## config.mk

```make
export PLATFORM = sky130hd
export DESIGN_NAME = mmf_cell
export DESIGN_NICKNAME = d
export VERILOG_FILES = /design/src/hdl/mmf_pkg.sv /design/src/hdl/mmf_cell.sv
export SDC_FILE = /design/constraint.sdc
export NUM_CORES = 1
export LEC_CHECK = 0
export ABC_AREA = 1
export BUFFER_PORTS_ARGS = -buffer_cell sky130_fd_sc_hd__buf_4
export CORE_MARGIN = 8
export CORE_UTILIZATION = 40
export DETAILED_ROUTE_END_ITERATION = 7
export PLACE_DENSITY = 0.78
export SLEW_MARGIN = 20
export SYNTH_ARGS = -nofsm -noshare
export SYNTH_HDL_FRONTEND = slang
export SYNTH_SLANG_ARGS = --single-unit
```

## constraint.sdc

```tcl
create_clock -name clk -period 3.5 [get_ports clk]
set_clock_uncertainty 0.15 [all_clocks]
set_input_delay 1.05 -clock clk [delete_from_list [all_inputs] [get_ports clk]]
set_output_delay 1.05 -clock clk [all_outputs]
set_load 0.01 [all_outputs]
```

## src/hdl/mmf_pkg.sv

```systemverilog
`timescale 1ns / 1ps
// shared types and constants of the moving median filter
// no dependencies; used by the interfaces, the cells, the controller and the top level
package mmf_pkg;

	localparam int SAMPLE_W       = 32;
	localparam int WLEN_W         = 6;
	localparam int WINDOW_MAX_DEF = 32;
	localparam logic [WLEN_W-1:0] WLEN_RESET = 6'd5;

	typedef logic signed [SAMPLE_W-1:0] sample_t;

	typedef enum logic [1:0] {
		ST_IDLE,
		ST_COUNT,
		ST_PICK
	} state_t;

	// controls broadcast from the sequencer to the row of cells and the output stage
	typedef struct packed {
		logic load;
		logic cmp;
		logic pick;
	} ctrl_t;

endpackage

```

## src/hdl/mmf_cell.sv

```systemverilog
`timescale 1ns / 1ps
// one window cell: history tap, shifting copy and rank counters
// depends on mmf_pkg
module mmf_cell #(
	parameter int CNT_W = 6
) (
	input  logic                 clk,
	input  mmf_pkg::ctrl_t       ctrl,
	input  mmf_pkg::sample_t     hist_in,
	input  mmf_pkg::sample_t     ring_in,
	input  mmf_pkg::sample_t     bcast,
	input  logic [CNT_W-1:0]     k,
	input  logic                 active,
	output mmf_pkg::sample_t     hist_out,
	output mmf_pkg::sample_t     ring_out,
	output mmf_pkg::sample_t     pick_val,
	output logic                 hit
);

	mmf_pkg::sample_t  hist_q;
	mmf_pkg::sample_t  ring_q;
	logic [CNT_W-1:0]  less_q;
	logic [CNT_W-1:0]  le_q;

	always_ff @(posedge clk) begin
		if (ctrl.load) begin
			hist_q <= hist_in;
			ring_q <= hist_in;
			less_q <= '0;
			le_q   <= '0;
		end else if (ctrl.cmp) begin
			ring_q <= ring_in;
			if (bcast < hist_q) begin
				less_q <= less_q + CNT_W'(1);
			end
			if (bcast <= hist_q) begin
				le_q <= le_q + CNT_W'(1);
			end
		end
	end

	// this cell holds the k-th smallest when its rank interval covers k
	assign hit      = active && (less_q <= k) && (k < le_q);
	assign pick_val = hit ? hist_q : '0;
	assign hist_out = hist_q;
	assign ring_out = ring_q;

endmodule

```

==> results.md, run 1 <==
Die:
- The x dimension of the die is 119 um.
- The initial cell density of the core is 41.1%.
- The die covers 0.0141 mm^2.
- After floorplanning, the core was divided into 37 placement rows.
- The area of the core is 0.0103 mm^2.
- The height of the die is 119 um.
- The number of ports placed on the die boundary is 204.

Synth:
- The total of flip-flops plus latches after synthesis is 76.
- In this run the mean area of a mapped cell was 8.88 um^2.
- The dominant cell by count in the synthesized netlist is sky130_fd_sc_hd__nand2_1.
- The proportion of register bits with asynchronous set or reset after synthesis is 0%.
- After synthesis, the most frequently instantiated cells are 153 x sky130_fd_sc_hd__nand2_1, 64 x sky130_fd_sc_hd__edfxtp_1, 64 x sky130_fd_sc_hd__inv_1.
- The number of nets produced by synthesis is 628.
- The synthesized instance count is 476.
- Yosys mapped the design onto 25 distinct sky130hd cell types.
- The number of warnings issued by yosys is 0.
- After synthesis, flip-flops and latches occupy 51.1% of the total area.
- By area the synthesized netlist is led by sky130_fd_sc_hd__edfxtp_1 45%, sky130_fd_sc_hd__nand2_1 14%, sky130_fd_sc_hd__ha_1 13%.
- The synthesized design contains 64 enable-type register cells.
- The share of Yosys cell area claimed by the top area cell type is 45.5%.
- The synthesized design spends more area on one cell type than any other, namely sky130_fd_sc_hd__edfxtp_1.
- For this run, the leading register cell type out of synthesis is sky130_fd_sc_hd__edfxtp_1.
- The post-synthesis instance area is 0.00423 mm^2.

Drt:
- After detailed routing, the average wire length per cell comes to 16.6 um.
- Detailed routing inserted a total of 3963 vias.
- Once detail routing completed, the nets flagged for antenna violations numbered 0.
- The routed wire length is 13700 um.
- After detailed routing, the number of vias per cell comes to 4.80.
- After the first detailed-routing iteration, the DRC count stood at 180.
- For this run, the detailed router's first-pass iteration total came to 5.
- For this run, design rule violations remaining after detail routing come to 0.

Cells and area:
- The relative area change from synthesis to final layout is 52.0%.
- The number of nets in the layout is 837.
- Cells with a size suffix above 1 make up 38.8% of the layout.
- The repair_antennas step left the layout with diodes totalling 0.

Timing:
- In the post-route analysis, the smallest setup slack over all paths is -0.298 ns.
- Timing would allow up to 263 MHz.
- The setup TNS after final layout is -8.64 ns.
- The slew of the pin with the lowest slew margin is 0.659 ns.
- The number of pins with negative max-slew slack in the final report is 0.
- The final number of hold-violating endpoints was 0.
- The minimum hold slack is 0.354 ns.
- Dividing the final minimum period by the clock period gives 109%.
- The number of failing setup endpoints in the final timing report is 33.
- In this run the tightest slew margin relative to its limit is 56.1%.
- The minimum period implied by the final worst setup slack is 3.80 ns.
- Setup repair after global routing could not meet its margin everywhere.

Clocking:
- Clock-pin slew was measured on the worst setup and hold paths at 0.07 ns.
- Counting the buffers created by CTS gives 9.
- The clock latency of the later-clocked register in the worst-skew pair is 0.35 ns.
- TritonCTS built the clock tree.
- After clock tree synthesis, the flow added hold-fix buffers numbering 0.
- The H-tree level count is 3.
- The cell at the root of the clock tree is sky130_fd_sc_hd__clkbuf_8.
- The clock net in this run drives a total of 76 sinks.
- After clock tree synthesis, the setup repair step added 0 buffers.
- The maximum number of buffers from clock root to sink is 2.

GRT:
- Global routing consumed, over all layers together, 18.4% of the routing resources.
- The first-pass GRT wire length is 20900 um.
- The via count of the first global-routing pass is 4173.
- The total grt overflow is 0.
- The pin count of the biggest net entering global routing is 56.
- The number of antenna violations at the first check in global routing is 0.

Setup path:
- The required time at the worst-slack endpoint is 2.30 ns.
- The worst reg-to-reg path cell count is 13.
- The internal reg-to-reg setup slack is 1.17 ns.
- The largest individual stage delay along the critical path comes from the cell sky130_fd_sc_hd__clkbuf_16.
- The cell depth of the worst setup path is 13.
- The maximum single-stage delay on the critical path is 0.23 ns.
- Traced cell by cell, the critical path runs through buf_8 > inv_4 > ha_4 > inv_2 > o21bai_1 > a21o_1 > a21oi_2 > nor2_1 > o22ai_2 > nand3_4 > clkbuf_16 > nor2_2 > buf_4.
- The category of the worst setup path launch point is an input port.
- The end point of the critical path is pick_val[18].
- The worst setup path is captured at a primary output.
- Together, buffers and inverters on the worst path number 5.
- The critical path is of the in -> out type.
- The reg-to-reg critical path startpoint is hist_out[31].
- STA puts the critical path data arrival time at 2.60 ns.
- The critical path starts at k[1].
- The family of cells with the greatest summed delay on the critical path is buffers and inverters.
- The endpoint identified for the worst register-to-register timing path is le_q[4].
- Along the worst path, the maximum fanout reaches 10.

Power and ir drop:
- The internal power summed over all cells is 1.82 mW.
- The proportion of power drawn by the clock network is 31.4%.
- The worst vdd rail ir drop is 0.000189 V.
- The sequential group share of total power is 44.6%.
- The total power consumption of the routed design is 2.48 mW.
- The leakage power of the design is 3.25 nW.
- Net switching is 26.6% of the power.
- The analysis attributes to net switching a power of 0.660 mW.
- Power spread over the standard cell area amounts to 386 mW/mm^2.
- Of the total power, combinational logic draws 24.0%.

Place:
- Detailed placement finished with a half-perimeter wire length of 10700 um.
- The count of port buffers added during placement is 202.
- Routability-driven placement finished with a final weighted congestion of 0.881.
- Before CTS, the worst setup slack after placement is -0.303 ns.

Outcome:
- The final reports fail on negative setup slack.
- The run finished, with violations left.

Flow run:
- Across the run, the number of max-cap violations was 0.

Min path:
- The class of the tightest hold or removal check is reg -> reg.
[registers in the layout (all words and copies together) (netlist names)]
register,count
hist_out,32
le_q,6
ring_out,32
less_q,6
[placed cells by master (no fill, tap or decap), types with 2 or more instances in the layout]
cell type,n
sky130_fd_sc_hd__dfxtp_1,12
sky130_fd_sc_hd__a21oi_2,2
sky130_fd_sc_hd__buf_4,196
sky130_fd_sc_hd__clkinv_1,4
sky130_fd_sc_hd__o21a_1,3
sky130_fd_sc_hd__clkbuf_16,2
sky130_fd_sc_hd__inv_1,61
sky130_fd_sc_hd__a21oi_1,25
sky130_fd_sc_hd__ha_1,44
sky130_fd_sc_hd__nor2_4,9
sky130_fd_sc_hd__nor2_2,24
sky130_fd_sc_hd__buf_6,9
sky130_fd_sc_hd__xor2_1,4
sky130_fd_sc_hd__nor2_1,21
sky130_fd_sc_hd__nand3_1,10
sky130_fd_sc_hd__nand3_2,2
sky130_fd_sc_hd__buf_12,3
sky130_fd_sc_hd__nand4_1,8
sky130_fd_sc_hd__o21ai_0,3
sky130_fd_sc_hd__nand2_1,153
sky130_fd_sc_hd__bufinv_16,3
sky130_fd_sc_hd__nor3_1,4
sky130_fd_sc_hd__clkbuf_8,9
sky130_fd_sc_hd__edfxtp_1,64
sky130_fd_sc_hd__inv_2,2
sky130_fd_sc_hd__a21o_1,4
[worst register-to-register path, cell delays in order (launching register included)]
cell                       delay (ns)
sky130_fd_sc_hd__edfxtp_1        0.39
sky130_fd_sc_hd__inv_1           0.16
sky130_fd_sc_hd__ha_1            0.30
sky130_fd_sc_hd__nand2_1         0.09
sky130_fd_sc_hd__inv_1           0.04
sky130_fd_sc_hd__nor2_1          0.09
sky130_fd_sc_hd__o21a_1          0.13
sky130_fd_sc_hd__nand2_1         0.06
sky130_fd_sc_hd__a21oi_2         0.16
sky130_fd_sc_hd__nand2_1         0.09
sky130_fd_sc_hd__nand2_1         0.07
sky130_fd_sc_hd__nand3_2         0.21
sky130_fd_sc_hd__a21oi_1         0.22
sky130_fd_sc_hd__nor2_1          0.06
[worst min-delay path by stage]
stage                     slack, ns       to  cells after the start  startpoint
final                          0.35  le_q[2]                      2     le_q[2]
after CTS                      0.36  le_q[2]                      2     le_q[2]
after floorplan                0.29  le_q[2]                      2     le_q[2]
after global placement         0.30  le_q[2]                      2     le_q[2]
after global routing           0.37  le_q[2]                      2     le_q[2]
after detailed placement       0.34  le_q[2]                      2     le_q[2]
[cells by family (layout without fill, tap and decap cells)]
group	count (synthesis)	in the layout	synth area share, %
simple gates	233	233	22.0
fa+ha+maj	45	45	13.3
xor+xnor	4	4	0.829
compound gates	41	41	5.50
buf+inv	77	291	7.19
flops	76	76	51.1
[layer usage]
metal	vias to the layer above	share of wire (%)	global-route usage (%)
li1	1965	-	-
met1	1854	38	18.7
met2	130	54	34.9
met3	14	7.5	6.38
met4	0	1.1	5.38
met5	-	0	0
[final cells by class]
| type | instances | area (um^2) |
|---|---|---|
| fill | 870 | 3850 |
| sequential | 76 | 2160 |
| multi-input combinational | 323 | 1930 |
| timing repair buffer | 211 | 1700 |
| inverter | 64 | 243 |
| tap | 136 | 170 |
| clock buffer | 9 | 124 |
| clock inverter | 7 | 105 |
[metrics by stage]
stage | area, um^2 | std cells | utilization, %
CTS | 6270 | 824 | 61.0
detailed placement | 6020 | 808 | 58.6
global placement | 6020 | 808 | 58.6
global route | 6430 | 826 | 62.5
finish | 6430 | 826 | 62.5
floorplan | 4350 | 476 | -
[power by group through the flow]
stage	logic (mW)	registers [mW]	clock network, mW
6_report	0.596	1.11	0.780
5_1_grt	0.655	1.11	0.828
4_1_cts	0.579	1.11	0.791
3_5_place_dp	0.574	1.13	0
3_3_place_gp	0.552	1.12	0
2_1_floorplan	0.232	1.16	0
[repair_timing]
item,in CTS,in global routing
gates cloned,0,2
gates resized for setup,9,24
endpoints found under the setup margin,33,33
Note: power is estimated with default switching activity, not from simulation.
==> inputs of run 2 (changes only) <==
- CORE_MARGIN: 8 -> unset
==> run 2 against run 1 <==
  * The run still ends with negative setup slack left
  * Clock power is 22% lower
  * Setup slack worse by 0.056 ns
  * Flip-flop and latch count did not move
  * Register-to-register slack worse by 0.02 ns
  * Critical path depth grew 1
  * Combinational power grew 3.9%
  * Largest power group unchanged
  * Highest routed layer unchanged
==> results.md, run 2 (same netlist as run 1, synthesis figures left out) <==
Outcome:
- The run finished, with violations left.
- The checks that failed: negative setup slack.

Setup path:
- The arrival time at the worst endpoint is 2.65 ns.
- STA classifies the critical path startpoint as an input port.
- The largest fanout on the critical path is 6.
- Data on the critical path is required at its endpoint by 2.30 ns.
- The terminus of the critical flop-to-flop path is le_q[2].
- In this run the critical register-to-register path is launched from hist_out[19].
- The end point of the critical path is pick_val[19].
- The slowest cell on the critical path is sky130_fd_sc_hd__ha_4.
- The critical path is of the in -> out type.
- Grouping stages by cell kind, the critical path spends the most delay in buffers and inverters.
- The number of buffer and inverter stages on the critical path is 6.
- The largest single stage delay on the critical path is 0.20 ns.
- The cell repeated most along the worst path is sky130_fd_sc_hd__buf_12.
- The worst reg-to-reg path cell count is 11.
- Setup slack on the worst reg-to-reg path comes out at 1.15 ns.
- The kind of capture point of the worst setup path is a primary output.
- The most critical setup path has its startpoint at k[1].
- The critical path goes through buf_8 > inv_4 > ha_4 > inv_2 > o21bai_1 > a21o_1 > a21oi_2 > nor2_1 > o22ai_2 > nand3_4 > buf_12 > buf_12 > nor2_4 > buf_6.
- The cell depth of the worst setup path is 14.

Die:
- The die covers 0.0110 mm^2.
- 204 I/O pins were placed.
- The area of the core is 0.0103 mm^2.
- Measured along the x axis, the die boundary spans 105 um.
- The height of the die is 105 um.
- In this run the core area contains 37 standard-cell rows.
- Once the floorplan was initialized, standard cells occupied 41.1% of the core.

Power and ir drop:
- The total power consumption of the routed design is 2.33 mW.
- Summed over all cells, the static leakage comes to 3.26 nW.
- Dividing total power by cell area gives a power density of 354 mW/mm^2.
- The worst-case IR drop observed on VDD is 0.000228 V.

Clocking:
- The cell at the root of the clock tree is sky130_fd_sc_hd__clkbuf_8.
- The clock tree from TritonCTS is yes.
- The H-tree generated during clock tree synthesis spans 3 levels.
- The clock latency of the later-clocked register in the worst-skew pair is 0.35 ns.
- After clock tree synthesis, the clock-pin slew on the worst setup and hold paths is 0.08 ns.
- The clock net in this run drives a total of 76 sinks.
- The maximum number of buffers from clock root to sink is 2.
- The CTS buffer count is 9.

Timing:
- The routed design could run at a clock period as short as 3.85 ns.
- The highest attainable clock frequency is 259 MHz.
- The setup TNS after final layout is -11.18 ns.
- In the post-route analysis, the smallest setup slack over all paths is -0.355 ns.
- Setup repair after global routing could not meet its margin everywhere.
- The remaining max-slew budget at the tightest pin is 61.3%.
- The slew of the pin with the lowest slew margin is 0.580 ns.
- The final cycle utilization of the critical path is 110%.
- The final number of hold-violating endpoints is 0.
- The number of pins with negative max-slew slack in the final report came to 0.
- Setup violations remaining at the end of the flow were counted as 33.

Flow run:
- The max-cap violation count is 0.

Place:
- The count of port buffers added during placement is 202.
- The detailed-placement wirelength estimate is 9160 um.
- The weighted congestion reported at the end of routability-driven placement is 0.840.

Min path:
- The tightest min-delay check is of the reg -> reg type.
- The instance count along the most critical hold path is 2.

GRT:
- The global-route usage over all layers is 22.6%.
- The pin count of the biggest net entering global routing is 38.
- The total grt overflow is 0.
- The via count of the first global-routing pass came to 4111.
- The first-pass GRT wire length is 19300 um.
- The number of antenna violations at the first check in global routing is 0.

Drt:
- The routed wire length is 12700 um.
- The count of nets left with antenna violations after detail routing is 0.
- The number of remaining DRC errors is 0.
- The initial DRC count is 162.
- The routed wire length per instance is 15.3 um.
- Using the TritonRoute via totals, the vias-per-cell ratio works out to 4.80.
- The total number of vias is 3992.
- The first TritonRoute pass finished after 4 iterations.

Cells and area:
- 0 antenna diodes ended up in the layout.
- The library cell used most frequently in the layout, excluding fill and tap cells, is sky130_fd_sc_hd__buf_4.
- The fraction of final layout cells with drive strength greater than 1 is 39.9%.
- In the layout the commonest cells are 182 x sky130_fd_sc_hd__buf_4, 153 x sky130_fd_sc_hd__nand2_1, 64 x sky130_fd_sc_hd__edfxtp_1.
- The number of nets in the layout is 842.
- The end-of-flow core utilization is 64.1%.
- From synthesis to final layout, the design area changed by 55.8%.
-- run 2: cell count changes in the layout (fill, tap and decap cells not counted), sizes merged --
cell	change
clkinvlp	+4
bufinv	-3
buf	+6
clkinv	-2
-- run 2: area by class of cell --
cell class / instances / area (um^2)
inverters: 64 / 243
multi-input cells: 323 / 2020
flip-flops and latches: 76 / 2160
clock inverters: 6 / 40.0
well taps: 136 / 170
clock buffers: 10 / 138
fillers: 814 / 3690
repair buffers: 216 / 1810
-- run 2: how the worst min path moves through the flow --
stage / from / endpoint / slack (ns)
floorplan: le_q[2] / le_q[2] / 0.29
global placement: le_q[2] / le_q[2] / 0.30
detailed placement: less_q[4] / less_q[4] / 0.35
CTS: less_q[4] / less_q[4] / 0.36
global route: le_q[2] / le_q[2] / 0.39
finish: less_q[4] / less_q[4] / 0.36
-- run 2: stage by stage --
stage / setup WS (ns) / std cells / hold WS, ns / cell area [um^2]
after floorplan: 0.0160 / 476 / 0.287 / 4350
after global placement: -0.307 / 810 / 0.299 / 6030
after detailed placement: -0.348 / 810 / 0.349 / 6030
after CTS: -0.330 / 831 / 0.360 / 6380
after global routing: -0.430 / 831 / 0.394 / 6590
final: -0.355 / 831 / 0.359 / 6590
-- run 2: worst register-to-register path, stage by stage (launching register included) --
cell and delay, ns:
sky130_fd_sc_hd__edfxtp_1 0.40, sky130_fd_sc_hd__inv_1 0.13, sky130_fd_sc_hd__ha_1 0.26, sky130_fd_sc_hd__a21o_1 0.19, sky130_fd_sc_hd__o21ai_1 0.15, sky130_fd_sc_hd__nand2_1 0.11
sky130_fd_sc_hd__a21oi_2 0.18, sky130_fd_sc_hd__nand2_1 0.09, sky130_fd_sc_hd__nand2_1 0.08, sky130_fd_sc_hd__nand3_2 0.21, sky130_fd_sc_hd__a21oi_1 0.23, sky130_fd_sc_hd__nor2_1 0.06
-- run 2: what timing repair did --
item,in CTS,in global routing
endpoints found under the setup margin,33,33
hold buffers,0,0
pin swaps,3,6
gates resized for setup,23,50
gates cloned,2,1
setup buffers,3,1
-- run 2: routing by layer --
layer	up-vias	track usage [%]	share of wire [%]
met1	1843	25.2	38
li1	1972	-	-
met3	31	5.49	5.6
met2	146	41.5	54
met4	0	8.45	2.5
met5	-	0	0
-- run 2: power breakdown --
group | internal (mW) | switching, mW | leakage [nW]
Sequential | 1.07 | 0.0355 | 0.740
Clock | 0.274 | 0.334 | 0.0803
Combinational | 0.301 | 0.318 | 2.44
