===== src/hdl/mmf_pkg.sv =====
`timescale 1ns / 1ps
// shared types and constants of the moving median filter
// no dependencies; used by the interfaces, the cells, the controller and the top level
package mmf_pkg;

	localparam int SAMPLE_W       = 32;
	localparam int WLEN_W         = 6;
	localparam int WINDOW_MAX_DEF = 32;
	localparam logic [WLEN_W-1:0] WLEN_RESET = 6'd5;

	typedef logic signed [SAMPLE_W-1:0] sample_t;

	typedef enum logic [1:0] {
		ST_IDLE,
		ST_COUNT,
		ST_PICK
	} state_t;

	// controls broadcast from the sequencer to the row of cells and the output stage
	typedef struct packed {
		logic load;
		logic cmp;
		logic pick;
	} ctrl_t;

endpackage


===== src/hdl/mmf_ctrl.sv =====
`timescale 1ns / 1ps
// sequencer: idle, count passes over the window, pick into the output register
// depends on mmf_pkg
module mmf_ctrl #(
	parameter int CNT_W = 6
) (
	input  logic              clk,
	input  logic              arst_n,
	input  logic              in_valid,
	input  logic              w_zero,
	input  logic [CNT_W-1:0]  n_new,
	input  logic              out_free,
	output logic              in_ready,
	output mmf_pkg::ctrl_t    ctrl
);

	mmf_pkg::state_t   st_q;
	mmf_pkg::state_t   st_nxt;
	logic [CNT_W-1:0]  cnt_q;

	always_comb begin
		st_nxt = st_q;
		unique case (st_q)
			mmf_pkg::ST_IDLE: begin
				if (in_valid) begin
					st_nxt = w_zero ? mmf_pkg::ST_PICK : mmf_pkg::ST_COUNT;
				end
			end
			mmf_pkg::ST_COUNT: begin
				if (cnt_q == CNT_W'(1)) begin
					st_nxt = mmf_pkg::ST_PICK;
				end
			end
			mmf_pkg::ST_PICK: begin
				if (out_free) begin
					st_nxt = mmf_pkg::ST_IDLE;
				end
			end
			default: st_nxt = mmf_pkg::ST_IDLE;
		endcase
	end

	always_comb begin
		in_ready  = (st_q == mmf_pkg::ST_IDLE);
		ctrl.load = (st_q == mmf_pkg::ST_IDLE) && in_valid && !w_zero;
		ctrl.cmp  = (st_q == mmf_pkg::ST_COUNT);
		ctrl.pick = (st_q == mmf_pkg::ST_PICK) && out_free;
	end

	always_ff @(posedge clk or negedge arst_n) begin
		if (!arst_n) begin
			st_q  <= mmf_pkg::ST_IDLE;
			cnt_q <= '0;
		end else begin
			st_q <= st_nxt;
			if (ctrl.load) begin
				cnt_q <= n_new;
			end else if (ctrl.cmp) begin
				cnt_q <= cnt_q - CNT_W'(1);
			end
		end
	end

	a_count_nonzero: assert property (@(posedge clk) disable iff (!arst_n)
		st_q == mmf_pkg::ST_COUNT |-> cnt_q != '0)
		else $error("compare pass counter hit zero while counting");

endmodule


===== config.mk =====
export PLATFORM = sky130hd
export DESIGN_NAME = mmf_ctrl
export DESIGN_NICKNAME = d
export VERILOG_FILES = /design/src/hdl/mmf_pkg.sv /design/src/hdl/mmf_ctrl.sv
export SDC_FILE = /design/constraint.sdc
export NUM_CORES = 1
export LEC_CHECK = 0
export BUFFER_PORTS_ARGS = -buffer_cell sky130_fd_sc_hd__buf_2
export CAP_MARGIN = 20
export CORE_AREA = 3 3 40 42
export CTS_BUF_LIST = sky130_fd_sc_hd__clkbuf_8 sky130_fd_sc_hd__clkbuf_16
export CTS_CLUSTER_DIAMETER = 40
export CTS_CLUSTER_SIZE = 16
export DETAILED_ROUTE_END_ITERATION = 12
export DIE_AREA = 0 0 43 45
export SLEW_MARGIN = 20
export SYNTH_ARGS = -nofsm -noshare
export SYNTH_HDL_FRONTEND = slang
export SYNTH_SLANG_ARGS = --single-unit

===== constraint.sdc =====
create_clock -name clk -period 1.96 [get_ports clk]
set_input_delay 0.196 -clock clk [delete_from_list [all_inputs] [get_ports clk]]
set_output_delay 0.196 -clock clk [all_outputs]
set_load 0.005 [all_outputs]

==> results.ini, run 1 <==
[placed_design]
port_buffers = 14
place_ws_ns = 0.435
dpl_cell_area_sq_um = 542
dp_cells = 76
hpwl_um = 727
place.gp.congestion = 0.749

[worst_setup_path]
endpoint = ctrl[2]
rr_startpoint = cnt_q[3]
crit_path_start = st_q[1]
worstPathMaxFanout = 9
r2r-end = st_q[0]
end_kind = primary output
start_kind = flip-flop
arrival_ns = 1.57
ff2ff_path_depth = 3
rrSetupSlack_ns = 0.49
criticalPathCategory = reg -> out
required_ns = 1.76

[clock_network]
ctsHoldBuffers = 1
path_clk_slew_ns = 0.04
post_cts_buffers = 0
cts.sinks = 8
h-tree-depth = 1
clock_latency_ns = 0.23
ctsResizeCount = 0
cts_tree = yes
cts_buffer_depth = 2
cts_root_buf = clkbuf_8
numCtsBuffers = 3

[run]
cap_violations = 0

[grt]
grt_pass1_vias = 367
grt_pass1_wl_um = 1610
grt-ovfl-total = 0
grt_max_degree = 10
antenna_found_initial = 0
grt_usage = 0.116

[synth]
yosys_warnings = 0
syn_nets = 62
synth_seq_area_share = 0.432
avgSynthCellArea_sq_um = 9.45
synthTopCellsByArea = dfrtp_1, ha_1, nand2_1
synth_top_cell_area_share = 0.432
yosysTopAreaCell = dfrtp_1
synth_ff_type = dfrtp_1
ys_types = 26
ys_async_sr_fraction = 1.00
syn_inst = 49
ys_ff_latch = 8
syn_area_sq_um = 463
synth-edff-count = 0

[timing]
fin_ws_ns = 0.194
skew_ns = 0.00245
setup_tns_ns = 0
setup_viol = 0
worst_pin_slew_ns = 0.311
finalCritPeriodShare = 0.901
slew_headroom = 0.790
rsz0062_at_grt = no
maxSlewViolCount = 0
finalHoldViolations = 0
max_freq_mhz = 566
min_period_ns = 1.77

[hold_path]
hold_class = in -> reg
holdPathStages = 3

[floorplanning]
die_y_um = 45
rows = 13
io_pins = 15
coreArea_sq_mm = 0.00128
dieArea_sq_mm = 0.00194
start_util = 0.360
dieWidth_um = 43

[power_and_ir_drop]
power.density_mw_per_mm2 = 1440
power_leakage_nw = 0.286
irDropWorstVdd_mv = 0.690

[route]
routed-wl-met3_um = 50
route.met2.wl_um = 459
drc = 0
ant_nets = 0
vias_per_cell = 5.20
routed_wl_um = 964
wire_per_inst_um = 12.1
drt_iter0_drc = 3
wl_met1_um = 438
top_layer = met4
vias = 416
first_pass_iters = 4

[outcome]
status = completed

[cells_and_area]
final_util = 0.462
design_area_sq_um = 593
fillers = 133
multi_input_area_sq_um = 236
final_layout_size_suffix_gt1_frac = 0.308
num_antenna_cells = 0
seqCellArea_sq_um = 200
mostFrequentLayoutCells = buf_2, dfrtp_1, nand2_1
nNetsFinal = 80
finalNonFillerCells = 80
final_common_cell = buf_2
syn2layout_area_growth_pct = 28.1

critical path, cell delays in order, from the launching register on:
cell and delay [ns]:
dfrtp_1 0.41, or4b_1 0.64, clkinv_2 0.17, buf_2 0.13
state kept, by name, summed over array words and instances, names as in the netlist:
name   count
cnt_q      6
st_q       2
metal layers:
metal / vias up / GRT usage
met1: 193 / 0.138
met5: - / 0
met4: 0 / 0.0723
met3: 2 / 0.0398
met2: 10 / 0.180
li1: 211 / -
layout make-up:
| class | instances | area share |
|---|---|---|
| multi-input cells | 35 | 0.399 |
| clock buffers | 3 | 0.0696 |
| flip-flops and latches | 8 | 0.338 |
| inverters | 4 | 0.0274 |
| repair buffers | 15 | 0.135 |
| well taps | 15 | 0.0316 |
worst min-delay path by stage:
stage	from	end	slack (ns)
after global placement	arst_n	cnt_q[3]	0.05
after detailed placement	arst_n	cnt_q[3]	0.05
after CTS	n_new[4]	cnt_q[4]	0.17
final	n_new[4]	cnt_q[4]	0.17
after global routing	n_new[0]	cnt_q[0]	0.18
after floorplan	arst_n	cnt_q[0]	-0.1
power by group:
part | switching (mW) | internal [mW] | total (mW) | leakage, nW
combinational | 0.171 | 0.158 | 0.329 | 0.168
clock | 0.0628 | 0.133 | 0.196 | 0.0216
sequential | 0.0768 | 0.250 | 0.326 | 0.0970
synthesized netlist by cell type (2+ instances only):
| cell type | instances |
|---|---|
| buf_2 | 2 |
| dfrtp_1 | 8 |
| ha_1 | 2 |
| inv_1 | 3 |
| nand2_1 | 5 |
| nand3_1 | 3 |
| nor2_1 | 3 |
| o21ai_0 | 3 |
| o311ai_0 | 2 |
| or3_1 | 2 |
logic make-up (layout without fill, tap and decap cells):
group           Yosys count  after routing  share of synthesized area
flops                     8              8                      0.432
buf+inv                   6             22                     0.0567
fa+ha+maj                 2              2                     0.0540
xor+xnor                  2              2                     0.0378
compound gates           10             10                      0.146
simple gates             21             21                      0.273
per-stage QoR:
step | total power [mW] | hold slack, ns
after global placement | 0.661 | 0.0511
after floorplan | 0.563 | -0.0996
after CTS | 0.864 | 0.168
after global routing | 0.930 | 0.183
after detailed placement | 0.655 | 0.0534
final | 0.851 | 0.170
(Power assumes the default switching activity.)
==> run 2, diff against run 1 <==
--- a/config.mk
+++ b/config.mk
@@ -13,6 +13,7 @@
 export CTS_CLUSTER_SIZE = 16
 export DETAILED_ROUTE_END_ITERATION = 12
 export DIE_AREA = 0 0 43 45
+export MAX_ROUTING_LAYER = met4
 export SLEW_MARGIN = 20
 export SYNTH_ARGS = -nofsm -noshare
 export SYNTH_HDL_FRONTEND = slang
==> results.ini, run 2 (same netlist as run 1, synthesis figures left out) <==
[floorplanning]
coreArea_sq_mm = 0.00128  ; unchanged
die_y_um = 45  ; unchanged
start_util = 0.360  ; unchanged
dieWidth_um = 43  ; unchanged
rows = 13  ; unchanged
dieArea_sq_mm = 0.00194  ; unchanged
io_pins = 15  ; unchanged

[grt]
antenna_found_initial = 0  ; unchanged
grt_pass1_wl_um = 1620  ; was 1610 um
grt_pass1_vias = 367  ; unchanged
grt-ovfl-total = 0  ; unchanged
grt_usage = 0.119  ; was 0.116
grt_max_degree = 10  ; unchanged

[timing]
setup_viol = 0  ; unchanged
worst_pin_slew_ns = 0.311  ; unchanged
setup_tns_ns = 0  ; unchanged
rsz0062_at_grt = no  ; unchanged
max_freq_mhz = 566  ; about the same
maxSlewViolCount = 0  ; unchanged
whs_ns = 0.170  ; about the same
skew_ns = 0.00247  ; was 0.00245 ns
slew_headroom = 0.790  ; unchanged
finalHoldViolations = 0  ; unchanged
finalCritPeriodShare = 0.901  ; about the same
min_period_ns = 1.77  ; about the same

[power_and_ir_drop]
power_leakage_nw = 0.286  ; unchanged
p_int_mw = 0.541  ; about the same
p_seq_frac = 0.383  ; about the same
power.density_mw_per_mm2 = 1440  ; about the same
switchingPower_mw = 0.311  ; about the same
clkPwrFrac = 0.230  ; about the same
p_sw_frac = 0.365  ; about the same
pwr-share-comb = 0.387  ; about the same
irDropWorstVdd_mv = 0.690  ; about the same

[worst_setup_path]
criticalPathCategory = reg -> out  ; unchanged
path_cells = or4b_1, clkinv_2, buf_2  ; unchanged
slowest_stage = or4b_1  ; unchanged
crit_family = simple AND/OR/NAND/NOR gates  ; unchanged
end_kind = primary output  ; unchanged
rr_startpoint = cnt_q[3]  ; unchanged
arrival_ns = 1.57  ; about the same
crit_path_start = st_q[1]  ; unchanged
slowest_delay_ns = 0.64  ; about the same
worstPathMaxFanout = 9  ; unchanged
required_ns = 1.76  ; about the same
start_kind = flip-flop  ; unchanged
crit_buf_inv = 2  ; unchanged

[cells_and_area]
regMostFlops = cnt_q  ; unchanged
final_layout_size_suffix_gt1_frac = 0.308  ; unchanged
final_util = 0.462  ; unchanged
num_antenna_cells = 0  ; unchanged
largest_reg_flops = 6  ; unchanged
design_area_sq_um = 593  ; unchanged
mostFrequentLayoutCells = buf_2, dfrtp_1, nand2_1  ; unchanged
reg_top3 = cnt_q x6, st_q x2  ; unchanged
syn2layout_area_growth_pct = 28.1  ; unchanged
final_common_cell = buf_2  ; unchanged
nNetsFinal = 80  ; unchanged

[clock_network]
ctsResizeCount = 0  ; unchanged
h-tree-depth = 1  ; unchanged
numCtsBuffers = 3  ; unchanged
cts_buffer_depth = 2  ; unchanged
clock_latency_ns = 0.23  ; about the same
cts_tree = yes  ; unchanged
ctsHoldBuffers = 1  ; unchanged
cts.sinks = 8  ; unchanged
cts_root_buf = clkbuf_8  ; unchanged
path_clk_slew_ns = 0.04  ; about the same
post_cts_buffers = 0  ; unchanged

[placed_design]
dpl_cell_area_sq_um = 542  ; unchanged
port_buffers = 14  ; unchanged
hpwl_um = 727  ; unchanged
place.gp.congestion = 0.758  ; was 0.749

[route]
drc = 0  ; unchanged
routed_wl_um = 964  ; unchanged
vias_per_cell = 5.20  ; unchanged
ant_nets = 0  ; unchanged
wire_per_inst_um = 12.1  ; unchanged
first_pass_iters = 4  ; unchanged
vias = 416  ; unchanged
drt_iter0_drc = 3  ; unchanged

[hold_path]
min_from = n_new[4]  ; unchanged
hold_class = in -> reg  ; unchanged

[outcome]
status = completed  ; unchanged

[run]
cap_violations = 0  ; unchanged

run 2: cell counts in the layout (fill, tap and decap cells not counted):
No cell type changed its count.
run 2: final timing paths:
kind / cells past startpoint / endpoint / slack [ns]
max reg2reg: 3 / st_q[0] / 0.49
min reg2reg: 2 / cnt_q[1] / 0.55
min: 3 / cnt_q[4] / 0.17
max: 3 / ctrl[2] / 0.19
max in group asynchronous: 2 / st_q[0] / 1.45
min in group asynchronous: 2 / cnt_q[5] / 0.34
run 2: final cells by class:
class                   count  area, sq um
well taps                  15         18.8
repair buffers             15         80.1
inverters                   4         16.3
clock buffers               3         41.3
multi-input cells          35          236
fillers                   133          692
flip-flops and latches      8          200
run 2: metrics by stage:
step | worst slack, ns | std cells | power [mW]
finish | 0.194 | 80 | 0.851
global route | 0.124 | 80 | 0.930
CTS | 0.188 | 80 | 0.864
detailed placement | 0.435 | 76 | 0.655
global placement | 0.470 | 76 | 0.661
floorplan | 0.572 | 49 | 0.563
run 2: metal layers:
| metal | track usage | share of wire | routed length [um] | vias up |
|---|---|---|---|---|
| met2 | 0.180 | 0.48 | 459 | 10 |
| met5 | - | 0 | 0 | - |
| li1 | - | - | - | 211 |
| met3 | 0.0398 | 0.052 | 50 | 2 |
| met1 | 0.138 | 0.45 | 438 | 193 |
| met4 | 0.0723 | 0.017 | 16 | 0 |
run 2: power groups by stage:
| stage | clock network [mW] | registers [mW] | logic, mW |
|---|---|---|---|
| final | 0.196 | 0.326 | 0.329 |
| after detailed placement | 0 | 0.328 | 0.327 |
| after global placement | 0 | 0.328 | 0.333 |
| after global routing | 0.210 | 0.340 | 0.380 |
| after CTS | 0.203 | 0.325 | 0.335 |
| after floorplan | 0 | 0.305 | 0.258 |
run 2: worst register-to-register path, delay by kind of cell (launching register included):
family / cells / cell delay (ns)
AO/OA/AOI/OAI: 1 / 0.19
AND/OR/NAND/NOR: 2 / 0.77
flip-flops: 1 / 0.40
==> run 3, diff against run 2 <==
--- a/config.mk
+++ b/config.mk
@@ -7,13 +7,14 @@
 export LEC_CHECK = 0
 export BUFFER_PORTS_ARGS = -buffer_cell sky130_fd_sc_hd__buf_2
 export CAP_MARGIN = 20
-export CORE_AREA = 3 3 40 42
+export CORE_MARGIN = 3
+export CORE_UTILIZATION = 30
 export CTS_BUF_LIST = sky130_fd_sc_hd__clkbuf_8 sky130_fd_sc_hd__clkbuf_16
 export CTS_CLUSTER_DIAMETER = 40
 export CTS_CLUSTER_SIZE = 16
 export DETAILED_ROUTE_END_ITERATION = 12
-export DIE_AREA = 0 0 43 45
 export MAX_ROUTING_LAYER = met4
+export RECOVER_POWER = 50
 export SLEW_MARGIN = 20
 export SYNTH_ARGS = -nofsm -noshare
 export SYNTH_HDL_FRONTEND = slang
==> results.ini, run 3 (same netlist as run 1, synthesis figures left out) <==
[outcome]
status = completed  ; unchanged

[timing]
rsz0062_at_grt = no  ; unchanged
min_period_ns = 1.76  ; was 1.77 ns
skew_ns = 0.00127  ; was 0.00247 ns
finalCritPeriodShare = 0.897  ; was 0.901
max_freq_mhz = 569  ; was 566 MHz
setup_tns_ns = 0  ; unchanged
worst_pin_slew_ns = 0.429  ; was 0.311 ns
slew_headroom = 0.714  ; was 0.790
setup_viol = 0  ; unchanged
finalHoldViolations = 0  ; unchanged
maxSlewViolCount = 0  ; unchanged

[floorplanning]
die_y_um = 45.3  ; was 45 um
start_util = 0.339  ; was 0.360
rows = 13  ; unchanged
dieWidth_um = 45.3  ; was 43 um
io_pins = 15  ; unchanged
dieArea_sq_mm = 0.00205  ; was 0.00194 sq mm
coreArea_sq_mm = 0.00137  ; was 0.00128 sq mm

[cells_and_area]
nNetsFinal = 80  ; unchanged
reg_top3 = cnt_q x6, st_q x2  ; unchanged
mostFrequentLayoutCells = buf_2, dfrtp_1, nand2_1  ; unchanged
largest_reg_flops = 6  ; unchanged
num_antenna_cells = 0  ; unchanged
syn2layout_area_growth_pct = 27.6  ; was 28.1%
final_layout_size_suffix_gt1_frac = 0.277  ; was 0.308
finalNonFillerCells = 80  ; unchanged
regMostFlops = cnt_q  ; unchanged
final_util = 0.432  ; was 0.462
final_common_cell = buf_2  ; unchanged
design_area_sq_um = 591  ; was 593 sq um

[power_and_ir_drop]
power.density_mw_per_mm2 = 1440  ; about the same
power_leakage_nw = 0.281  ; was 0.286 nW
irDropWorstVdd_mv = 0.657  ; was 0.690 mV
power_mw = 0.853  ; was 0.851 mW

[route]
vias_per_cell = 5.35  ; was 5.20
ant_nets = 0  ; unchanged
first_pass_iters = 3  ; was 4
drc = 0  ; unchanged
routed_wl_um = 985  ; was 964 um
drt_iter0_drc = 12  ; was 3
vias = 428  ; was 416
wire_per_inst_um = 12.3  ; was 12.1 um

[grt]
grt_max_degree = 10  ; unchanged
antenna_found_initial = 0  ; unchanged
grt_usage = 0.127  ; was 0.119
grt_pass1_wl_um = 1710  ; was 1620 um
grt-ovfl-total = 0  ; unchanged
grt_pass1_vias = 438  ; was 367

[clock_network]
numCtsBuffers = 3  ; unchanged
clock_latency_ns = 0.23  ; about the same
cts.sinks = 8  ; unchanged
path_clk_slew_ns = 0.04  ; about the same
post_cts_buffers = 0  ; unchanged
cts_buffer_depth = 2  ; unchanged
cts_tree = yes  ; unchanged
cts_root_buf = clkbuf_8  ; unchanged
h-tree-depth = 1  ; unchanged

[worst_setup_path]
start_kind = flip-flop  ; unchanged
ff2ff_path_depth = 5  ; was 3
criticalPathCategory = reg -> out  ; unchanged
required_ns = 1.76  ; about the same
arrival_ns = 1.56  ; was 1.57 ns
worstPathMaxFanout = 9  ; unchanged
end_kind = primary output  ; unchanged

[placed_design]
place.gp.congestion = 0.766  ; was 0.758
dp_cells = 76  ; unchanged
port_buffers = 14  ; unchanged
dpl_cell_area_sq_um = 542  ; unchanged

[hold_path]
hold_class = in -> reg  ; unchanged
holdPathStages = 3  ; unchanged

[run]
cap_violations = 0  ; unchanged

==> run 3: worst paths after layout <==
kind | from | endpoint | slack (ns)
max | st_q[1] | ctrl[2] | 0.20
min | n_new[0] | cnt_q[0] | 0.17
max reg2reg | cnt_q[0] | cnt_q[4] | 0.48
min reg2reg | cnt_q[1] | cnt_q[1] | 0.55
max in group asynchronous | arst_n | cnt_q[5] | 1.25
min in group asynchronous | arst_n | cnt_q[3] | 0.42
==> run 3: layout make-up <==
| type | instances | area, sq um |
|---|---|---|
| fillers | 155 | 776 |
| multi-input cells | 35 | 236 |
| flip-flops and latches | 8 | 200 |
| repair buffers | 15 | 77.6 |
| clock buffers | 3 | 41.3 |
| well taps | 15 | 18.8 |
| inverters | 4 | 16.3 |
==> run 3: power breakdown <==
part	switching (mW)	total, mW	leakage, nW	internal (mW)
sequential	0.0762	0.326	0.0970	0.250
combinational	0.176	0.331	0.162	0.155
clock	0.0636	0.197	0.0216	0.133
==> run 3: routing by layer <==
| layer | up-vias | track usage | part of all wire |
|---|---|---|---|
| met5 | - | - | 0 |
| met3 | 6 | 0.0359 | 0.053 |
| met2 | 8 | 0.192 | 0.51 |
| li1 | 212 | - | - |
| met4 | 0 | 0.123 | 0.035 |
| met1 | 202 | 0.129 | 0.40 |
==> run 3: what timing repair did <==
item                                   CTS  global route
hold buffers                             1             0
endpoints found under the hold margin    8             0
setup endpoints to repair                0             0
resized for setup                        0             0
==> run 3: metrics by stage <==
stage / worst slack (ns) / hold WS, ns
2_1_floorplan: 0.572 / -0.0996
3_3_place_gp: 0.468 / 0.0508
3_5_place_dp: 0.429 / 0.0483
4_1_cts: 0.173 / 0.169
5_1_grt: 0.113 / 0.201
6_report: 0.202 / 0.169
==> run 3: critical path: stages (launching register included) <==
cell      delay, ns
dfrtp_1        0.40
or4b_1         0.64
clkinv_2       0.16
buf_2          0.13
